==> src/design/q4se_pkg.sv <==
package q4se_pkg;

  localparam int WORD_BITS = 48;
  localparam int FRAC_BITS = 24;
  localparam int UW_BITS   = WORD_BITS - 1;
  localparam int OP_BITS   = WORD_BITS + 2;
  localparam int ACC_BITS  = 2 * OP_BITS;
  localparam int ADDR_BITS = 6;
  localparam int DATA_BITS = 64;
  localparam int LO_BITS   = OP_BITS / 2;
  localparam int HI_BITS   = OP_BITS - LO_BITS;
  localparam int PP_BITS   = 2 * (LO_BITS + 1);

  typedef logic signed [WORD_BITS-1:0] word_t;
  typedef logic        [UW_BITS-1:0]   uword_t;
  typedef logic signed [OP_BITS-1:0]   op_t;
  typedef logic signed [ACC_BITS-1:0]  acc_t;
  typedef logic signed [PP_BITS-1:0]   pp_word_t;

  // partial products of one operand pair: low halves unsigned, high halves signed
  typedef struct packed {
    pp_word_t ll;
    pp_word_t lh;
    pp_word_t hl;
    pp_word_t hh;
  } pp_t;

  typedef enum logic [2:0] {
    REG_HALF_WIDTH  = 3'd0,
    REG_HALF_HEIGHT = 3'd1,
    REG_INV_AREA    = 3'd2,
    REG_C_NORMAL    = 3'd3,
    REG_C_CROSS     = 3'd4,
    REG_C_SHEAR     = 3'd5
  } reg_idx_t;

  typedef struct packed {
    uword_t half_width;
    uword_t half_height;
    uword_t inv_four_area;
    word_t  c_normal;
    word_t  c_cross;
    word_t  c_shear;
  } cfg_t;

  localparam uword_t RST_HALF  = UW_BITS'(1) << FRAC_BITS;
  localparam uword_t RST_INV   = UW_BITS'(1) << (FRAC_BITS - 2);
  localparam word_t  RST_CN    = WORD_BITS'(1) << FRAC_BITS;
  localparam word_t  RST_CS    = WORD_BITS'(1) << (FRAC_BITS - 1);

  // four multiplies of at most 26x26 signed bits; each 50-bit operand is split into 25-bit low and high halves
  function automatic pp_t pmul(input op_t a, input op_t b);
    logic signed [LO_BITS:0]   al;
    logic signed [LO_BITS:0]   bl;
    logic signed [HI_BITS-1:0] ah;
    logic signed [HI_BITS-1:0] bh;
    pp_t p;
    al = $signed({1'b0, a[LO_BITS-1:0]});
    bl = $signed({1'b0, b[LO_BITS-1:0]});
    ah = a[OP_BITS-1:LO_BITS];
    bh = b[OP_BITS-1:LO_BITS];
    p.ll = PP_BITS'(al) * PP_BITS'(bl);
    p.lh = PP_BITS'(al) * PP_BITS'(bh);
    p.hl = PP_BITS'(ah) * PP_BITS'(bl);
    p.hh = PP_BITS'(ah) * PP_BITS'(bh);
    return p;
  endfunction

  // weight and add the partial products into the full product
  function automatic acc_t psum(input pp_t p);
    acc_t mid;
    mid = ACC_BITS'(p.lh) + ACC_BITS'(p.hl);
    return ACC_BITS'(p.ll) + (mid <<< LO_BITS) + (ACC_BITS'(p.hh) <<< (2 * LO_BITS));
  endfunction

  // round half up, drop fraction, saturate to word
  function automatic word_t rsat(input acc_t v);
    acc_t t;
    t = (v + (ACC_BITS'(1) << (FRAC_BITS - 1))) >>> FRAC_BITS;
    if (&t[ACC_BITS-1:WORD_BITS-1] || ~|t[ACC_BITS-1:WORD_BITS-1]) begin
      return t[WORD_BITS-1:0];
    end else if (t[ACC_BITS-1]) begin
      return {1'b1, {(WORD_BITS-1){1'b0}}};
    end else begin
      return {1'b0, {(WORD_BITS-1){1'b1}}};
    end
  endfunction

endpackage

==> src/design/q4se_cfg.sv <==
module q4se_cfg (
  input  logic                            clk,
  input  logic                            rst,
  input  logic                            psel,
  input  logic                            penable,
  input  logic                            pwrite,
  input  logic [q4se_pkg::ADDR_BITS-1:0]  paddr,
  input  logic [q4se_pkg::DATA_BITS-1:0]  pwdata,
  output logic [q4se_pkg::DATA_BITS-1:0]  prdata,
  output logic                            pready,
  output q4se_pkg::cfg_t                  cfg
);

  logic wr;
  q4se_pkg::reg_idx_t idx;

  assign pready = 1'b1;
  assign wr     = psel && penable && pwrite;
  assign idx    = q4se_pkg::reg_idx_t'(paddr[q4se_pkg::ADDR_BITS-1:3]);

  always_ff @(posedge clk) begin
    if (rst) begin
      cfg.half_width    <= q4se_pkg::RST_HALF;
      cfg.half_height   <= q4se_pkg::RST_HALF;
      cfg.inv_four_area <= q4se_pkg::RST_INV;
      cfg.c_normal      <= q4se_pkg::RST_CN;
      cfg.c_cross       <= '0;
      cfg.c_shear       <= q4se_pkg::RST_CS;
    end else if (wr) begin
      unique case (idx)
        q4se_pkg::REG_HALF_WIDTH:  cfg.half_width    <= pwdata[q4se_pkg::UW_BITS-1:0];
        q4se_pkg::REG_HALF_HEIGHT: cfg.half_height   <= pwdata[q4se_pkg::UW_BITS-1:0];
        q4se_pkg::REG_INV_AREA:    cfg.inv_four_area <= pwdata[q4se_pkg::UW_BITS-1:0];
        q4se_pkg::REG_C_NORMAL:    cfg.c_normal      <= pwdata[q4se_pkg::WORD_BITS-1:0];
        q4se_pkg::REG_C_CROSS:     cfg.c_cross       <= pwdata[q4se_pkg::WORD_BITS-1:0];
        q4se_pkg::REG_C_SHEAR:     cfg.c_shear       <= pwdata[q4se_pkg::WORD_BITS-1:0];
        default: ;
      endcase
    end
  end

  always_comb begin
    prdata = '0;
    unique case (idx)
      q4se_pkg::REG_HALF_WIDTH:  prdata = q4se_pkg::DATA_BITS'(cfg.half_width);
      q4se_pkg::REG_HALF_HEIGHT: prdata = q4se_pkg::DATA_BITS'(cfg.half_height);
      q4se_pkg::REG_INV_AREA:    prdata = q4se_pkg::DATA_BITS'(cfg.inv_four_area);
      q4se_pkg::REG_C_NORMAL:    prdata = q4se_pkg::DATA_BITS'(cfg.c_normal);
      q4se_pkg::REG_C_CROSS:     prdata = q4se_pkg::DATA_BITS'(cfg.c_cross);
      q4se_pkg::REG_C_SHEAR:     prdata = q4se_pkg::DATA_BITS'(cfg.c_shear);
      default: prdata = '0;
    endcase
  end

endmodule

==> config.mk <==
export PLATFORM = sky130hd
export DESIGN_NAME = q4se_cfg
export DESIGN_NICKNAME = d
export VERILOG_FILES = /design/src/design/q4se_pkg.sv /design/src/design/q4se_cfg.sv
export SDC_FILE = /design/constraint.sdc
export NUM_CORES = 1
export LEC_CHECK = 0
export ABC_AREA = 0
export BUFFER_PORTS_ARGS = -buffer_cell sky130_fd_sc_hd__buf_2
export CAP_MARGIN = 40
export CORE_MARGIN = 4
export CORE_UTILIZATION = 45
export CTS_BUF_LIST = sky130_fd_sc_hd__clkbuf_4 sky130_fd_sc_hd__clkbuf_8 sky130_fd_sc_hd__clkbuf_16
export DETAILED_ROUTE_END_ITERATION = 10
export PLACE_DENSITY = 0.74
export SETUP_SLACK_MARGIN = 0.1
export SLEW_MARGIN = 20
export SYNTH_ARGS = -nofsm -noshare
export SYNTH_HDL_FRONTEND = slang
export SYNTH_SLANG_ARGS = --single-unit
==> constraint.sdc <==
create_clock -name clk -period 2.7 [get_ports clk]
set_clock_uncertainty 0.2 [all_clocks]
set_input_delay 0.135 -clock clk [delete_from_list [all_inputs] [get_ports clk]]
set_output_delay 0.135 -clock clk [all_outputs]
set_load 0.02 [all_outputs]
After elaboration in Yosys (flattened, before gate mapping)
Index checks and enable logic that the tools add are counted.
Word-level totals
  register bits: 285
  input port bits: 75
  output and inout bits: 350
  logic and storage cells: 21
Operators by class
  equal/unequal tests: 5
  muxes and demuxes: 1
  reductions and logical operators: 9
Operator list (count)
  $pmux W64 S6: 1
  $reduce_and A2 Y1: 6
  $eq A3 B2 Y1 const B: 2
  $eq A3 B3 Y1 const B: 2
  $eq A3 B1 Y1 const B: 1
  $logic_not A3 Y1: 1
  $logic_and A1 B1 Y1: 2

Longest topological paths before layout
  depth in word-level cells: 3
  mapped depth: 7
  depth with buffers taken out: 3

Least setup slack after synthesis
Ideal clock, no wire load.
  kind: input -> output
  start: input paddr[4] (netlist bit)
  end: output prdata[48] (netlist bit)
  arrival: 2.369 ns
  path slack: -0.004 ns
  cell stages on the path: 6
  buffers on the path: 4
  path through: nand2b_1 > buf_2 > buf_2 > buf_2 > o21ai_0 > buf_4
On the way
  longest elaborated chain between the ends: 2
Ends and longest elaborated chain
  from (decl): RTL line q4se_cfg.sv:7  | input logic [q4se_pkg::ADDR_BITS-1:0] paddr,
  $eq A3 B3 Y1, or another cell as far along: RTL line q4se_cfg.sv:44  | unique case (idx)
  $pmux W64 S6 (*): RTL line q4se_cfg.sv:44
  to (decl): RTL line q4se_cfg.sv:9  | output logic [q4se_pkg::DATA_BITS-1:0] prdata,
Every way passes the cells marked *; elsewhere a longest branch is shown, timed or not.

Final worst setup path
  start: input paddr[3] (netlist bit)
  end: output prdata[5] (netlist bit)
The elaborated chain is that of the path after synthesis.

==> reports/metrics.yaml <==
grt:
  grt_max_degree: 108
  grt_pass1_vias: 13600
  grt_use_total: 0.290
  grt_antenna_before_repair: 2
  grtUsageMet2: 0.482
  grt_pass1_wl_um: 78800
  grt-busiest-layer: "met2"
  use_met1: 0.375
  overflow: 0
  grt_util_met3: 0.0666
timing:
  hold_ws_ns: 0.0242
  timing_hold_violations_final: 0
  tns_ns: 0
  finalCriticalPeriod_ns: 2.31
  relSlewSlack: 0.496
  rsz0062_at_grt: "no"
  max_freq_mhz: 433
  finalCritPeriodShare: 0.856
  setup_viol: 0
  worst_pin_slew_ns: 0.756
  slew_viol_final: 0
layout:
  drive_gt1_frac: 0.309
  largest_reg_flops: 285
  regArea_mm2: 0.00571
  final_nets: 2009
  multiInputGateArea_mm2: 0.00653
  area_growth_syn_to_layout_pct: 26.2
  fill_cells: 2588
  top_regs: "cfg: 285 flops"
  max_flop_register: "cfg"
min_path:
  min_path_type: "input port to register"
  min_from: "rst"
  min_to: "cfg[200]$_SDFFE_PP0P_"
  holdPathStages: 2
yosys:
  ys_warn_count: 0
  synth_common_cells: "a21oi_1 (300), dfxtp_1 (285), nand3_1 (280)"
  syn_inst: 1610
  ys_seq_area_frac: 0.427
  synth_cell_types: 41
  synth_fp_nets: 1685
  netlist_area_mm2: 0.0134
  yosys.area.top_type: "dfxtp_1"
  synth-seq-cells: 285
  synth-edff-count: 0
  async_flop_share: 0
  ys_top_cells_by_area: "dfxtp_1 (43%), a21oi_1 (11%), nand3_1 (10%), o21ai_0 (10%), mux2_2 (6.7%)"
  avgSynthCellArea_um2: 8.30
  yosysTopAreaCellShare: 0.427
  yosysMostFrequentCell: "a21oi_1"
  synth_ff_type: "dfxtp_1"
floorplan:
  io_pins: 425
  die_x_um: 180
  die_y_um: 180
  core_area_mm2: 0.0290
  start_util: 0.461
  die-area_mm2: 0.0325
  rows: 62
setup_path:
  cp.arrival_ns: 1.98
  endpoint_kind: "primary output"
  critical_path_class: "input port to primary output"
  worst-path-max-fanout: 31
  slowest_delay_ns: 0.44
  cp_cell_sequence: "buf_4 > buf_4 > nand2b_1 > o32ai_1 > a221o_1 > buf_2"
  rr_startpoint: "cfg[23]$_SDFFE_PP1P_"
  rr_worst_depth: 2
  critPathMostFrequentCell: "buf_4"
  path_buf_inv: 3
  worst_ep_required_time_ns: 2.37
  ff2ff_setup_slack_ns: 1.63
  crit_path_start_kind: "input port"
  r2r_end: "cfg[23]$_SDFFE_PP1P_"
  path_delay_family: "buffers and inverters"
  slowest_stage: "buf_4"
routing:
  routed_wl_um: 51100
  postRouteAntennaNets: 0
  first_pass_iters: 5
  drtIter0Drc: 1619
  num_vias: 14600
  post_drt_via_cell_ratio: 6.24
  post-route-drc-count: 0
  routedWlPerCell_um: 21.8
clock_tree:
  cts_tree: "done"
  cts_hold_buf: 48
  path_clk_slew_ns: 0.06
  post_cts_resized: 0
  cts_buffer_depth: 3
  cts.sinks: 285
  clock_latency_ns: 0.54
  h-tree-depth: 1
  post_cts_buffers: 0
  clockRootBuffer: "clkbuf_16"
  cts_buffers: 30
placed_design:
  io_buffer_count: 404
  dpl.hpwl_um: 31800
  routabilityCongestion: 0.896
power_and_ir_drop:
  p_leak_nw: 6.84
  ir_drop_mv: 0.405
  power-per-cell-area_mw_per_mm2: 557
flow_run:
  drv_cap: 0
outcome:
  outcome: "finished, final reports clean"
## kinds of logic (layout without fill, tap and decap cells)
family / Yosys count / after routing / share of synthesized area
AOI/OAI and AO/OA: 691 / 691 / 0.282
buffers and inverters: 221 / 569 / 0.0876
DFF: 285 / 285 / 0.427
muxes: 102 / 102 / 0.0843
other: 1 / 4 / 0.000281
and+or+nand+nor: 310 / 310 / 0.119
## through the flow
| stage | setup slack, ns | instances | utilization | power, mW | cell area (um2) |
|---|---|---|---|---|---|
| 6_report | 0.388 | 2345 | 0.581 | 9.40 | 16900 |
| 5_1_grt | 0.341 | 2344 | 0.581 | 9.66 | 16900 |
| 4_1_cts | 0.428 | 2341 | 0.581 | 9.42 | 16900 |
| 3_5_place_dp | 0.445 | 2237 | 0.529 | 5.20 | 15400 |
| 3_3_place_gp | 0.441 | 2236 | 0.529 | 5.19 | 15300 |
| 2_1_floorplan | 0.500 | 1610 | - | 4.85 | 13400 |
## how the worst max path moves through the flow
stage | from | endpoint | slack, ns | depth (start not counted)
6_report | paddr[3] | prdata[5] | 0.39 | 6
5_1_grt | cfg[47]$_SDFFE_PP0P_ | prdata[58] | 0.34 | 4
4_1_cts | paddr[5] | prdata[11] | 0.43 | 6
3_5_place_dp | paddr[5] | prdata[11] | 0.45 | 6
3_3_place_gp | paddr[5] | prdata[5] | 0.44 | 6
2_1_floorplan | paddr[3] | prdata[48] | 0.50 | 6
## cells in the final DEF, fill, tap and decap left out, types with 5 or more instances in the layout
cell / instances
buf_2: 401
a21oi_1: 300
dfxtp_1: 285
nand3_1: 280
o21ai_0: 273
mux2_2: 79
a22oi_1: 49
dlygate4sd3_1: 48
buf_4: 41
clkbuf_16: 31
a221oi_1: 21
mux2i_1: 17
buf_12: 14
o21ai_1: 13
o22ai_1: 11
clkinv_2: 10
nor2_1: 8
mux2_1: 6
inv_1: 6
o32ai_1: 6
a221o_1: 6
a32oi_1: 6
clkbuf_8: 6
nand2_1: 5
## worst reg2reg max path: cells and delay by family (launching register included)
family	cells	cell delay (ns)
compound gates	2	0.45
flops	1	0.32
## power by group
part           leakage (nW)  internal (mW)  switching [mW]
Clock                 0.512           2.46            1.76
Sequential             2.30           4.24          0.0241
Combinational          4.03          0.271           0.652
Total                  6.84           6.96            2.44
## layout make-up
| cell class | count | share of cell area |
|---|---|---|
| sequential | 285 | 0.338 |
| clock inverter | 17 | 0.00897 |
| inverter | 7 | 0.00156 |
| clock buffer | 39 | 0.0514 |
| antenna | 3 | 0.000445 |
| tap | 384 | 0.0285 |
| timing repair buffer | 506 | 0.184 |
| multi-input combinational | 1104 | 0.387 |
## routing by layer
layer,vias up,share of wire
met4,0,0.034
met5,-,0
met1,7017,0.38
li1,6572,-
met2,906,0.48
met3,133,0.11
Note: power is estimated with default switching activity, not from simulation.
